## src/rtl/pct_pkg.sv

```systemverilog
package pct_pkg;

  // Field widths of one request and one result.
  localparam int ADDR_W   = 48;
  localparam int STR_W    = 8;
  localparam int TIME_W   = 32;
  localparam int SETTLE_W = 16;
  localparam int ENTRY_W  = ADDR_W + STR_W;

  // Reset value of the settle time register.
  localparam logic [SETTLE_W-1:0] SETTLE_RESET = 16'd5000;

  // Command codes.
  localparam logic [2:0] CMD_FOUND   = 3'd0;
  localparam logic [2:0] CMD_REJECT  = 3'd1;
  localparam logic [2:0] CMD_ATTEMPT = 3'd2;
  localparam logic [2:0] CMD_READY   = 3'd3;
  localparam logic [2:0] CMD_STOP    = 3'd4;

  // Result kinds.
  localparam logic KIND_BEACON  = 1'b0;
  localparam logic KIND_CONNECT = 1'b1;

  // Beacon destination.
  localparam logic [ADDR_W-1:0] BCAST_ADDR = '1;

  // Sequencer states.
  typedef enum logic [5:0] {
    S_IDLE   = 6'b000001,
    S_SCAN   = 6'b000010,
    S_DRAIN  = 6'b000100,
    S_DECIDE = 6'b001000,
    S_SH_RD  = 6'b010000,
    S_SH_WR  = 6'b100000
  } state_t;

endpackage

```

## src/rtl/pct_ram.sv

```systemverilog
module pct_ram #(
  parameter int WIDTH = 8,
  parameter int DEPTH = 4
) (
  input  logic                                   clk,
  input  logic                                   we,
  input  logic [(DEPTH > 1 ? $clog2(DEPTH) : 1)-1:0] waddr,
  input  logic [WIDTH-1:0]                       wdata,
  input  logic [(DEPTH > 1 ? $clog2(DEPTH) : 1)-1:0] raddr,
  output logic [WIDTH-1:0]                       rdata
);

  logic [WIDTH-1:0] mem [DEPTH];

  // One write port and one registered read port.
  always_ff @(posedge clk) begin
    if (we) begin
      mem[waddr] <= wdata;
    end
    rdata <= mem[raddr];
  end

endmodule

```

## src/rtl/parent_candidate_table.sv

```systemverilog
// Parent candidate table.
// A request is taken when start is high and busy is low. The command fields
// (in_cmd, in_peer_address, in_strength, in_now_ticks) are sampled at that
// edge. Results appear on the out_ ports for one cycle, marked by out_valid;
// the receiver must take them, it cannot hold them off.
// Entries live in one RAM with a registered read port. A found or reject
// scans the entries one per cycle. A reject then closes the gap by reading
// each moved entry and writing it back one place down. A found into an
// empty table, ready, stop and unused codes are handled without leaving
// idle. An attempt, while enabled, puts its beacon out the cycle after the
// request; when a connect request follows, it appears after a scan for the
// strongest entry. The scan and the compaction never touch one entry with
// overlapping read and write, so no forwarding is needed.
// settle_ticks is written through cfg_we and cfg_wdata; the user must do
// so only while idle; it is not enforced. Reset empties the table, clears
// the enable flag and the time stamp and sets settle_ticks to 5000. No RAM
// clearing pass is needed since only entries below the count are read.
module parent_candidate_table #(
  parameter int TABLE_DEPTH = 5
) (
  input  logic                           clk,
  input  logic                           rst_n,
  input  logic                           start,
  output logic                           busy,
  input  logic [2:0]                     in_cmd,
  input  logic [pct_pkg::ADDR_W-1:0]     in_peer_address,
  input  logic [pct_pkg::STR_W-1:0]      in_strength,
  input  logic [pct_pkg::TIME_W-1:0]     in_now_ticks,
  output logic                           out_valid,
  output logic                           out_request_kind,
  output logic [pct_pkg::ADDR_W-1:0]     out_target_address,
  output logic [pct_pkg::STR_W-1:0]      out_target_strength,
  output logic                           out_last,
  input  logic                           cfg_we,
  input  logic [pct_pkg::SETTLE_W-1:0]   cfg_wdata
);

  import pct_pkg::*;

  localparam int IW = (TABLE_DEPTH > 1) ? $clog2(TABLE_DEPTH) : 1;
  localparam int CW = $clog2(TABLE_DEPTH + 1);
  localparam logic [CW-1:0] FULL_COUNT = CW'(TABLE_DEPTH);

  state_t              state_r, state_nxt;
  logic [2:0]          cmd_r;
  logic [ADDR_W-1:0]   addr_r;
  logic [STR_W-1:0]    str_r;
  logic [CW-1:0]       count_r, count_nxt;
  logic [TIME_W-1:0]   first_r, first_nxt;
  logic                enabled_r, enabled_nxt;
  logic [SETTLE_W-1:0] settle_r;
  logic [IW-1:0]       idx_r, idx_nxt;

  logic                rvld_r;
  logic [IW-1:0]       rtag_r;
  logic                hit_vld_r;
  logic [IW-1:0]       hit_idx_r;
  logic [ADDR_W-1:0]   best_addr_r;
  logic [STR_W-1:0]    best_str_r;
  logic [IW-1:0]       worst_idx_r;
  logic [STR_W-1:0]    worst_str_r;

  logic                out_valid_r, out_valid_nxt;
  logic                out_kind_r, out_kind_nxt;
  logic [ADDR_W-1:0]   out_addr_r, out_addr_nxt;
  logic [STR_W-1:0]    out_str_r, out_str_nxt;
  logic                out_last_r, out_last_nxt;

  logic                ram_we;
  logic [IW-1:0]       ram_waddr;
  logic [ENTRY_W-1:0]  ram_wdata;
  logic [IW-1:0]       ram_raddr;
  logic [ENTRY_W-1:0]  ram_rdata;
  logic [ADDR_W-1:0]   rd_addr;
  logic [STR_W-1:0]    rd_str;

  logic                accept;
  logic [TIME_W-1:0]   elapsed;
  logic                connect;
  logic [CW:0]         idx_ext_inc;
  logic [CW:0]         hit_ext_inc;
  logic [CW:0]         count_ext;
  logic [IW-1:0]       idx_inc;

  pct_ram #(
    .WIDTH (ENTRY_W),
    .DEPTH (TABLE_DEPTH)
  ) u_ram (
    .clk   (clk),
    .we    (ram_we),
    .waddr (ram_waddr),
    .wdata (ram_wdata),
    .raddr (ram_raddr),
    .rdata (ram_rdata)
  );

  assign busy      = (state_r != S_IDLE);
  assign accept    = start && !busy;
  assign rd_addr   = ram_rdata[ENTRY_W-1:STR_W];
  assign rd_str    = ram_rdata[STR_W-1:0];

  // Wait test with wrapping time.
  assign elapsed   = in_now_ticks - first_r;
  assign connect   = (count_r != '0) && (elapsed >= {{(TIME_W-SETTLE_W){1'b0}}, settle_r});

  // Index arithmetic, one bit wider than the count so that no sum wraps.
  assign idx_inc     = idx_r + IW'(1);
  assign idx_ext_inc = {{(CW+1-IW){1'b0}}, idx_r} + (CW+1)'(1);
  assign hit_ext_inc = {{(CW+1-IW){1'b0}}, hit_idx_r} + (CW+1)'(1);
  assign count_ext   = {1'b0, count_r};

  // Sequencer.
  always_comb begin
    state_nxt     = state_r;
    idx_nxt       = idx_r;
    count_nxt     = count_r;
    first_nxt     = first_r;
    enabled_nxt   = enabled_r;
    out_valid_nxt = 1'b0;
    out_kind_nxt  = out_kind_r;
    out_addr_nxt  = out_addr_r;
    out_str_nxt   = out_str_r;
    out_last_nxt  = out_last_r;
    ram_we        = 1'b0;
    ram_waddr     = '0;
    ram_wdata     = {addr_r, str_r};
    ram_raddr     = idx_r;

    unique case (state_r)
      S_IDLE: begin
        if (accept) begin
          unique case (in_cmd)
            CMD_FOUND: begin
              if (count_r == '0) begin
                // First entry of an empty table: stamp and append at once.
                first_nxt = in_now_ticks;
                ram_we    = 1'b1;
                ram_waddr = '0;
                ram_wdata = {in_peer_address, in_strength};
                count_nxt = CW'(1);
              end else begin
                idx_nxt   = '0;
                state_nxt = S_SCAN;
              end
            end
            CMD_REJECT: begin
              if (count_r != '0) begin
                idx_nxt   = '0;
                state_nxt = S_SCAN;
              end
            end
            CMD_ATTEMPT: begin
              if (enabled_r) begin
                out_valid_nxt = 1'b1;
                out_kind_nxt  = KIND_BEACON;
                out_addr_nxt  = BCAST_ADDR;
                out_str_nxt   = '0;
                out_last_nxt  = !connect;
                if (connect) begin
                  idx_nxt   = '0;
                  state_nxt = S_SCAN;
                end
              end
            end
            CMD_READY: begin
              enabled_nxt = 1'b1;
            end
            CMD_STOP: begin
              count_nxt   = '0;
              enabled_nxt = 1'b0;
            end
            default: begin
            end
          endcase
        end
      end

      // Read every valid entry, one per cycle.
      S_SCAN: begin
        ram_raddr = idx_r;
        if (idx_ext_inc == count_ext) begin
          state_nxt = S_DRAIN;
        end else begin
          idx_nxt = idx_inc;
        end
      end

      // The last read data is folded into the scan results here.
      S_DRAIN: begin
        state_nxt = S_DECIDE;
      end

      S_DECIDE: begin
        state_nxt = S_IDLE;
        case (cmd_r)
          CMD_FOUND: begin
            ram_we = 1'b1;
            if (hit_vld_r) begin
              ram_waddr = hit_idx_r;
            end else if (count_r == FULL_COUNT) begin
              ram_waddr = worst_idx_r;
            end else begin
              ram_waddr = count_r[IW-1:0];
              count_nxt = count_r + CW'(1);
            end
          end
          CMD_REJECT: begin
            if (hit_vld_r) begin
              count_nxt = count_r - CW'(1);
              idx_nxt   = hit_idx_r;
              if (hit_ext_inc < count_ext) begin
                state_nxt = S_SH_RD;
              end
            end
          end
          CMD_ATTEMPT: begin
            out_valid_nxt = 1'b1;
            out_kind_nxt  = KIND_CONNECT;
            out_addr_nxt  = best_addr_r;
            out_str_nxt   = best_str_r;
            out_last_nxt  = 1'b1;
          end
          default: begin
          end
        endcase
      end

      // Compaction: read the next entry.
      S_SH_RD: begin
        ram_raddr = idx_inc;
        state_nxt = S_SH_WR;
      end

      // Compaction: write it one place down. count_r already holds the new count.
      S_SH_WR: begin
        ram_we    = 1'b1;
        ram_waddr = idx_r;
        ram_wdata = ram_rdata;
        idx_nxt   = idx_inc;
        if (idx_ext_inc < count_ext) begin
          state_nxt = S_SH_RD;
        end else begin
          state_nxt = S_IDLE;
        end
      end

      default: begin
        state_nxt = S_IDLE;
      end
    endcase
  end

  // Control state.
  always_ff @(posedge clk) begin
    if (!rst_n) begin
      state_r     <= S_IDLE;
      count_r     <= '0;
      first_r     <= '0;
      enabled_r   <= 1'b0;
      settle_r    <= SETTLE_RESET;
      idx_r       <= '0;
      out_valid_r <= 1'b0;
      rvld_r      <= 1'b0;
    end else begin
      state_r     <= state_nxt;
      count_r     <= count_nxt;
      first_r     <= first_nxt;
      enabled_r   <= enabled_nxt;
      idx_r       <= idx_nxt;
      out_valid_r <= out_valid_nxt;
      rvld_r      <= (state_r == S_SCAN);
      if (cfg_we) begin
        settle_r <= cfg_wdata;
      end
    end
  end

  // Request fields and result payload.
  always_ff @(posedge clk) begin
    if (accept) begin
      cmd_r  <= in_cmd;
      addr_r <= in_peer_address;
      str_r  <= in_strength;
    end
    rtag_r     <= idx_r;
    out_kind_r <= out_kind_nxt;
    out_addr_r <= out_addr_nxt;
    out_str_r  <= out_str_nxt;
    out_last_r <= out_last_nxt;
  end

  // Scan results: first match, first strongest and first weakest entry.
  always_ff @(posedge clk) begin
    if (rvld_r) begin
      if (rtag_r == '0) begin
        hit_vld_r   <= (rd_addr == addr_r);
        hit_idx_r   <= '0;
        best_addr_r <= rd_addr;
        best_str_r  <= rd_str;
        worst_idx_r <= '0;
        worst_str_r <= rd_str;
      end else begin
        if (!hit_vld_r && (rd_addr == addr_r)) begin
          hit_vld_r <= 1'b1;
          hit_idx_r <= rtag_r;
        end
        if (rd_str > best_str_r) begin
          best_addr_r <= rd_addr;
          best_str_r  <= rd_str;
        end
        if (rd_str < worst_str_r) begin
          worst_idx_r <= rtag_r;
          worst_str_r <= rd_str;
        end
      end
    end
  end

  assign out_valid           = out_valid_r;
  assign out_request_kind    = out_kind_r;
  assign out_target_address  = out_addr_r;
  assign out_target_strength = out_str_r;
  assign out_last            = out_last_r;

endmodule

```

## config.mk

```make
export PLATFORM = sky130hd
export DESIGN_NAME = parent_candidate_table
export DESIGN_NICKNAME = d
export VERILOG_FILES = /design/src/rtl/pct_pkg.sv /design/src/rtl/pct_ram.sv /design/src/rtl/parent_candidate_table.sv
export SDC_FILE = /design/constraint.sdc
export NUM_CORES = 1
export LEC_CHECK = 0
export ABC_AREA = 0
export BUFFER_PORTS_ARGS = -buffer_cell sky130_fd_sc_hd__buf_2
export CORE_MARGIN = 5
export CORE_UTILIZATION = 50
export CTS_CLUSTER_SIZE = 16
export DETAILED_ROUTE_END_ITERATION = 6
export PLACE_DENSITY_LB_ADDON = 0.1
export SYNTH_ARGS = -nofsm -noshare
export SYNTH_HDL_FRONTEND = slang
export SYNTH_SLANG_ARGS = --single-unit
```

## constraint.sdc

```tcl
create_clock -name clk -period 11.4 [get_ports clk]
set_input_delay 2.28 -clock clk [delete_from_list [all_inputs] [get_ports clk]]
set_output_delay 2.28 -clock clk [all_outputs]
set_load 0.05 [all_outputs]
```

* Word level (Yosys, flattened, before mapping) *
Memory sizes are Yosys's and may differ from the RTL's. A register that Yosys moved wholly into a read port is not among the register bits.
Cells that the tools add are included.

word-level totals
  bits in registers = 254
  memory bits (writable) = 280
  bits of input ports = 111
  output and inout bits = 60
  logic and storage cells = 176
  memories = 1

cells by class
  add/sub/neg operators = 6
  order comparisons = 5
  equality and inequality tests = 35
  muxes and demuxes = 81
  reductions and logical operators = 26

memories
  name       words  width  rd ports  clocked after memory_dff  wr ports  line           text
  u_ram.mem  5      56     1         1                         1         pct_ram.sv:13  logic [WIDTH-1:0] mem [DEPTH];

operators by type and width
  kind                                                                    count
  48-bit two-way mux                                                      6
  56-bit two-way mux                                                      3
  56-bit case mux with 2 select lines                                     1
  48-bit case mux with 2 select lines                                     1
  8-bit two-way mux                                                       8
  3-bit two-way mux                                                       19
  48-bit equality test                                                    1
  6-bit two-way mux                                                       6
  6-bit case mux with 6 select lines                                      1
  32-bit by 16-bit greater-or-equal comparator with 1-bit output          1
  32-bit subtractor                                                       1
  3-bit != test (second input constant)                                   8
  3-bit case mux with 2 select lines                                      4
  5-bit two-way mux                                                       4
  1-bit two-way mux                                                       19
  6-bit case mux with 3 select lines                                      1
  8-bit case mux with 2 select lines                                      1
  3-bit zero test                                                         4
  2-bit != test (second input constant)                                   6
  3-bit case mux with 4 select lines                                      1
  10-bit AND reduction                                                    1
  2-bit nonzero test                                                      5
  3-bit by 2-bit equality test with 1-bit output (second input constant)  3
  3-bit case mux with 3 select lines                                      1
  other kinds (32)                                                        47

* Logic depth before layout (Yosys ltp) *
Gate-level depths: netlist of the first run.

  word-level depth = 8
  mapped depth = 22
  depth with buffers taken out = 22

* Hierarchy *
From an unflattened synthesis of the first run, not the netlist that was laid out.

unflattened totals
  cell total of the unflattened synthesis = 1958
  area, all modules = 25695.9 um^2

by module, submodules not included
  module                  instances  cells each  area each (um^2)  seq. area each (um^2)
  parent_candidate_table  1          1298        13276.5           6966.7
  pct_ram                 1          660         12419.4           9529.1

* Worst setup path before layout of the first run *
Ideal clock, no wire load.

  path kind = input to register
  start point = input start
  end point = memory u_ram.mem[2][0] in the netlist's numbering, enable pin
  library setup time = 0.608 ns
  data arrival time = 8.268 ns
  path slack = 2.523 ns
  stages = 6
  path buffers = 1
  cell sequence = nand2_1 -> nor2_1 -> and3_1 -> clkbuf_1 -> nor3_1 -> nor4_1

between the ends
  longest elaborated chain between the ends = 5

ends and longest elaborated chain
  item                                     line                           text
  start, declared                          parent_candidate_table.sv:23   input logic start,
  1-bit logical AND                        parent_candidate_table.sv:98   assign accept = start && !busy;
  1-bit two-way mux                        parent_candidate_table.sv:131  if (accept) begin
  1-bit case mux with 3 select lines       parent_candidate_table.sv:129  unique case (state_r)
  1-bit two-way mux                        pct_ram.sv:17                  if (we) begin
  1-bit two-way mux (implied by the code)  pct_ram.sv:18                  mem[waddr] <= wdata;
  end, declared                            pct_ram.sv:13

Every way passes these cells.

* Worst setup path after layout of the first run *
  start point = input in_now_ticks[3] in the netlist's numbering
  end point = register idx_r[0]

between the ends
  longest elaborated chain between the ends = 5

ends and longest elaborated chain
  item                                                            line                           text
  start, declared                                                 parent_candidate_table.sv:28   input logic [pct_pkg::TIME_W-1:0] in_now_ticks,
  32-bit subtractor                                               parent_candidate_table.sv:103  assign elapsed = in_now_ticks - first_r;
  32-bit by 16-bit greater-or-equal comparator with 1-bit output  parent_candidate_table.sv:104  assign connect = (count_r != '0) && (elapsed >= {{(TIME_W-SETTLE_W){1'b0}}, settle_r});
  1-bit logical AND                                               parent_candidate_table.sv:104
  3-bit != test (no source line)                                  --
  10-bit AND reduction (no source line)                           --
  end signal, assigned                                            parent_candidate_table.sv:269  idx_r <= idx_nxt;
  end, declared                                                   parent_candidate_table.sv:52   logic [IW-1:0] idx_r, idx_nxt;

Every way passes these cells.
A chain may end at the register's enable or synchronous reset.

==> results.ini, run 1 <==
[run_status]
outcome=completed

[yosys]
syn_nets=1950
netlist_instances=1768
seq_area_frac_synth_pct=66.6
ys_ff_latch=590
yosys.cell_types.count=64
yosys_most_used_dff=edfxtp_1
synth_async_sr_flop_share_pct=0
avgSynthCellArea_um2=14.0
synth_warnings=0
synth-edff-count=468
netlist_area_mm2=0.0248

[critical_path]
startpoint_type=input pin
crit_required_ps=11910
crit_fanout=6
criticalPathCategory=in2reg
crit_path_end_kind=register
crit_arrival_ps=7060

[worst_hold_path]
min-delay-path-class=reg2reg

[placed_design]
place.gp.congestion=0.903
dpl.hpwl_um=36700
numPortBuffers=170

[timing]
fin_skew_ps=25.4
grt_setup_unrepaired=no
hold_viol_final=0
drv_slew=0
setup_violations=0
post-route-min-period_ps=6560
post-route-period-util_pct=57.5
worst_hold_slack_ps=453
tightest_slew_ps=1010
maxClockFrequency_mhz=153
tns_ps=0
relSlewSlack_pct=30.9

[grt]
grt_pass1_vias=14900
grt_first_pass_wirelength_um=90000
grt_start_max_net_pins=67
antenna_found_initial=5
gr-total-overflow=0
grtUsageTotal_pct=21.7

[route]
drcViolationCount=0
drt_first_iter_violations=1078
wl_per_cell_um=22.3
via_per_inst=5.59
drt-total-wl_um=59100
vias=14800
ant_nets=0
dr.pass1.iters=5

[floorplanning]
start_util_pct=50.6
core_area_mm2=0.0490
die_x_um=233
dieHeight_um=233
rows=81
dieArea_mm2=0.0541
io-pin-count=171

[layout]
nets=2120
mostFrequentLayoutCells=468 x edfxtp_1, 233 x nand2_1, 170 x buf_2, 122 x dfxtp_1, 88 x a21oi_1
area_delta_synth_final_pct=14.9
fillCellCount=3872
drive_gt1_share_pct=23.8
mostFrequentLayoutCell=edfxtp_1

[power_and_ir_drop]
powerDensity_mw_per_mm2=167
ir_worst_vdd_uv=120
p_leak_nw=9.86

[clocking]
postCtsHoldBufs=0
clockRootBuffer=clkbuf_16
h-tree-depth=2
cts_sinks=590
clock_latency_ps=630
post_cts.repair.setup_buffers=0
tritoncts=built
cts-resized-gates=0
clk_pin_slew_ps=60
clockBufferDepth=3
cts_buffers=59

[flow_run]
cap_violations=0

-- flip-flops by register name (all words and copies together) (netlist names) --
register             flops
u_ram.mem              280
u_ram.rdata             56
addr_r                  48
best_addr_r             48
out_target_address      48
first_r                 32
settle_r                16
best_str_r               8
out_target_strength      8
str_r                    8
worst_str_r              8
state_r                  6
cmd_r                    3
count_r                  3
hit_idx_r                3
idx_r                    3
rtag_r                   3
worst_idx_r              3
enabled_r                1
hit_vld_r                1
out_last                 1
out_request_kind         1
out_valid                1
rvld_r                   1
-- through the flow --
stage                     cell area, um2  setup WS [ps]  power (W)  util (%)  instances
after floorplan                    24800           2520    0.00265         -       1768
after global placement             26400           4400    0.00276      53.9       2541
after detailed placement           26400           4260    0.00276      53.9       2541
after CTS                          28400           4910    0.00481      58.1       2652
after global routing               28400           4650    0.00493      58.1       2652
final                              28400           4840    0.00476      58.1       2653
-- layout make-up --
type,instances,area (um2),share of cell area (%)
antenna,1,2.50,0.00880
clock buffer,76,1600,5.63
clock inverter,35,467,1.64
inverter,82,308,1.08
multi-input combinational,1016,7740,27.2
sequential,590,16500,58.0
tap,664,831,2.92
timing repair buffer,189,993,3.49
-- layer usage --
layer  wire [um]  track usage (%)  up-vias  share of wire, %
li1            -                -     6925                 -
met1       26300             31.5     7381                45
met2       27800             34.9      438                47
met3        3920             4.20       80               6.6
met4        1030             4.41        8               1.7
met5          48                0        -             0.081
-- cells in the mapped netlist, types with 3 or more instances --
cell type,count,share of area [%]
a211oi_1,6,0.18
a21boi_0,3,0.091
a21o_1,12,0.36
a21oi_1,89,1.8
a22oi_1,60,1.8
a311oi_1,3,0.11
a31oi_1,6,0.15
and2_1,6,0.15
and3_1,5,0.13
buf_1,8,0.12
buf_2,7,0.14
clkbuf_1,65,0.99
dfxtp_1,122,9.9
edfxtp_1,468,57
ha_1,69,3.5
inv_1,81,1.2
mux2_2,60,2.7
mux2i_1,16,0.65
mux4_2,56,5.1
nand2_1,233,3.5
nand2b_1,10,0.25
nand3_1,14,0.28
nand4_1,30,0.76
nand4b_1,5,0.18
nor2_1,62,0.94
nor2b_1,9,0.23
nor3_1,11,0.22
nor3b_1,6,0.18
nor4_1,10,0.25
o211ai_1,12,0.36
o21a_1,15,0.45
o21ai_0,35,0.71
o21bai_1,3,0.091
o221a_1,3,0.14
o221ai_1,3,0.11
o22ai_1,4,0.10
o31ai_1,4,0.12
or2_2,49,1.2
xnor2_1,61,2.2
xor2_1,13,0.46
-- report_power, final --
group	internal (W)	switching, W	leakage [nW]
clock network	0.00120	0.000835	1.01
registers	0.00237	0.0000313	5.09
logic	0.000123	0.000192	3.76
-- worst max-delay path, cell delays in order --
cell	delay [ps]
buf_2	110
ha_1	360
a21o_1	180
a21oi_1	290
a21oi_1	200
nor3_1	530
xnor2_1	190
ha_1	260
a21o_1	180
a21oi_1	180
o32ai_1	100
or4_1	510
nor4_1	280
nand4b_1	140
nor4b_2	260
nand4_1	230
a21boi_2	380
nor4_2	120
o221a_1	260
-- worst paths after layout --
kind,endpoint,depth (start not counted),slack [ps],from
min,first_r[24],2,450,first_r[24]
max,idx_r[0],19,4840,in_now_ticks[3]
max reg2reg,idx_r[0],19,6270,first_r[3]
min reg2reg,first_r[24],2,450,first_r[24]
-- cells by family after synthesis --
logic type,share of synthesized area (%)
mux,8.47
simple gates,8.73
compound gates,7.41
flops,66.6
buf+inv,2.49
xor+xnor,2.62
fa+ha+maj,3.65
No activity file was read; power rests on OpenSTA's default activity.
==> run 2, diff against run 1 <==
==> constraint.sdc (replaced) <==
create_clock -name clk -period 6.5 [get_ports clk]
set_input_delay 1.3 -clock clk [delete_from_list [all_inputs] [get_ports clk]]
set_output_delay 1.3 -clock clk [all_outputs]
set_load 0.05 [all_outputs]
==> results.ini, run 2 (synthesis gave the netlist of run 1 again) <==
[clocking]
h-tree-depth=2  ; unchanged
clk_pin_slew_ps=60  ; about the same
postCtsHoldBufs=0  ; unchanged
clockRootBuffer=clkbuf_16  ; unchanged
post_cts.repair.setup_buffers=0  ; unchanged
cts_sinks=590  ; unchanged
cts_buffers=60  ; was 59
clockBufferDepth=3  ; unchanged
cts-resized-gates=0  ; unchanged
clock_latency_ps=640  ; was 630 ps
tritoncts=built  ; unchanged

[timing]
post-route-min-period_ps=5460
grt_setup_unrepaired=no  ; unchanged
post-route-period-util_pct=84.0
fin_skew_ps=39.0  ; was 25.4 ps
relSlewSlack_pct=29.5  ; was 30.9%
tightest_slew_ps=1060  ; was 1010 ps
drv_slew=0  ; unchanged
fin_ws_ps=1040  ; was 4840 ps
tns_ps=0  ; unchanged
hold_viol_final=0  ; unchanged
setup_violations=0  ; unchanged
maxClockFrequency_mhz=183

[critical_path]
crit_path_end_kind=register  ; unchanged
startpoint_type=input pin  ; unchanged
criticalPathCategory=in2reg  ; unchanged
crit_required_ps=7010  ; was 11,910 ps
critPathLaunch=in_now_ticks[0]  ; was in_now_ticks[3]
crit_arrival_ps=5970  ; was 7060 ps
r2r_start=first_r[9]  ; was first_r[3]
crit_fanout=6  ; unchanged

[layout]
largest_reg_flops=280  ; unchanged
area_delta_synth_final_pct=15.1  ; was 14.9%
fin_area_mm2=0.0285  ; was 0.0284 mm2
drive_gt1_share_pct=23.6  ; was 23.8%
mostFrequentLayoutCells=468 x edfxtp_1, 233 x nand2_1, 170 x buf_2, 122 x dfxtp_1, 88 x a21oi_1  ; unchanged
top_regs=u_ram.mem x280, u_ram.rdata x56  ; unchanged
regMostFlops=u_ram.mem  ; unchanged
nets=2121  ; was 2,120
mostFrequentLayoutCell=edfxtp_1  ; unchanged
fin_cells=2655  ; was 2,653
fillCellCount=3900  ; was 3,872

[route]
vias=14900  ; was 14,800
wl_per_cell_um=22.1  ; was 22.3 um
dr.pass1.iters=6  ; was 5
via_per_inst=5.61  ; was 5.59
drt_first_iter_violations=1186  ; was 1,078
ant_nets=0  ; unchanged
drt-total-wl_um=58700  ; was 59,100 um
drcViolationCount=0  ; unchanged

[power_and_ir_drop]
power_w=0.00839  ; was 0.00476 W
p_leak_nw=9.88  ; was 9.86 nW
powerDensity_mw_per_mm2=294  ; was 167 mW/mm2
ir_worst_vdd_uv=246  ; was 120 uV

[floorplanning]
dieArea_mm2=0.0541  ; unchanged
rows=81  ; unchanged
core_area_mm2=0.0490  ; unchanged
die_x_um=233  ; unchanged
start_util_pct=50.6  ; unchanged
dieHeight_um=233  ; unchanged
io-pin-count=171  ; unchanged

[worst_hold_path]
hold_path_startpoint=first_r[8]  ; was first_r[24]
min-delay-path-class=reg2reg  ; unchanged

[grt]
grt_first_pass_wirelength_um=89000  ; was 90,000 um
antenna_found_initial=2  ; was 5
grtUsageTotal_pct=21.5  ; was 21.7%
grt_pass1_vias=15100  ; was 14,900
gr-total-overflow=0  ; unchanged
grt_start_max_net_pins=67  ; unchanged

[placed_design]
dp.cells=2541  ; unchanged
dpl.hpwl_um=36900  ; was 36,700 um
place.gp.congestion=0.911  ; was 0.903
dpl_cell_area_mm2=0.0264  ; about the same
place_ws_ps=421  ; was 4260 ps
numPortBuffers=170  ; unchanged

[run_status]
outcome=completed  ; unchanged

[flow_run]
cap_violations=0  ; unchanged

-- run 2: cell count changes in the layout (fill, tap and decap cells not counted), sizes merged --
cell	delta
inv	-4
bufinv	+1
clkinv	+2
clkbuf	+3
-- run 2: through the flow --
| stage | hold WS, ps | utilization (%) |
|---|---|---|
| CTS | 456 | 58.2 |
| floorplan | 329 | - |
| finish | 455 | 58.2 |
| detailed placement | 448 | 53.9 |
| global route | 474 | 58.2 |
| global placement | 443 | 53.9 |
-- run 2: per-layer routing --
layer / global-route usage [%] / wire (um)
met5: 0 / 11
met1: 29.6 / 25900
met2: 35.7 / 28200
met4: 5.87 / 1280
met3: 3.73 / 3330
-- run 2: layout make-up --
class | instances | area (um2) | area share [%]
multi-input cells | 1016 | 7750 | 27.2
diodes | 1 | 2.50 | 0.00878
clock buffers | 79 | 1640 | 5.77
flip-flops and latches | 590 | 16500 | 57.9
well taps | 664 | 831 | 2.92
repair buffers | 189 | 993 | 3.49
inverters | 82 | 308 | 1.08
clock inverters | 34 | 473 | 1.66
-- run 2: path summary, 6_finish.rpt --
path,end,slack [ps],cells after the start
max,idx_r[2],1040,21
min,first_r[8],460,2
max reg2reg,idx_r[2],1560,19
min reg2reg,first_r[8],460,2
-- run 2: critical path, cell delays in order --
cell	delay (ps)
buf_2	90
inv_1	40
ha_1	220
fa_1	410
nand2b_1	190
a21oi_1	420
nor2_1	170
o21ai_0	230
xor2_1	180
ha_1	250
nand4_1	120
a211o_1	110
o32ai_1	60
or4_1	500
nor4_1	290
nand4b_1	140
nor4b_2	260
nand4_1	240
a21boi_2	370
nor4_2	120
o221a_1	260
-- run 2: report_power, final --
group / internal, W / switching (W) / total [W]
clock network: 0.00218 / 0.00144 / 0.00362
logic: 0.000216 / 0.000338 / 0.000554
registers: 0.00416 / 0.0000545 / 0.00421
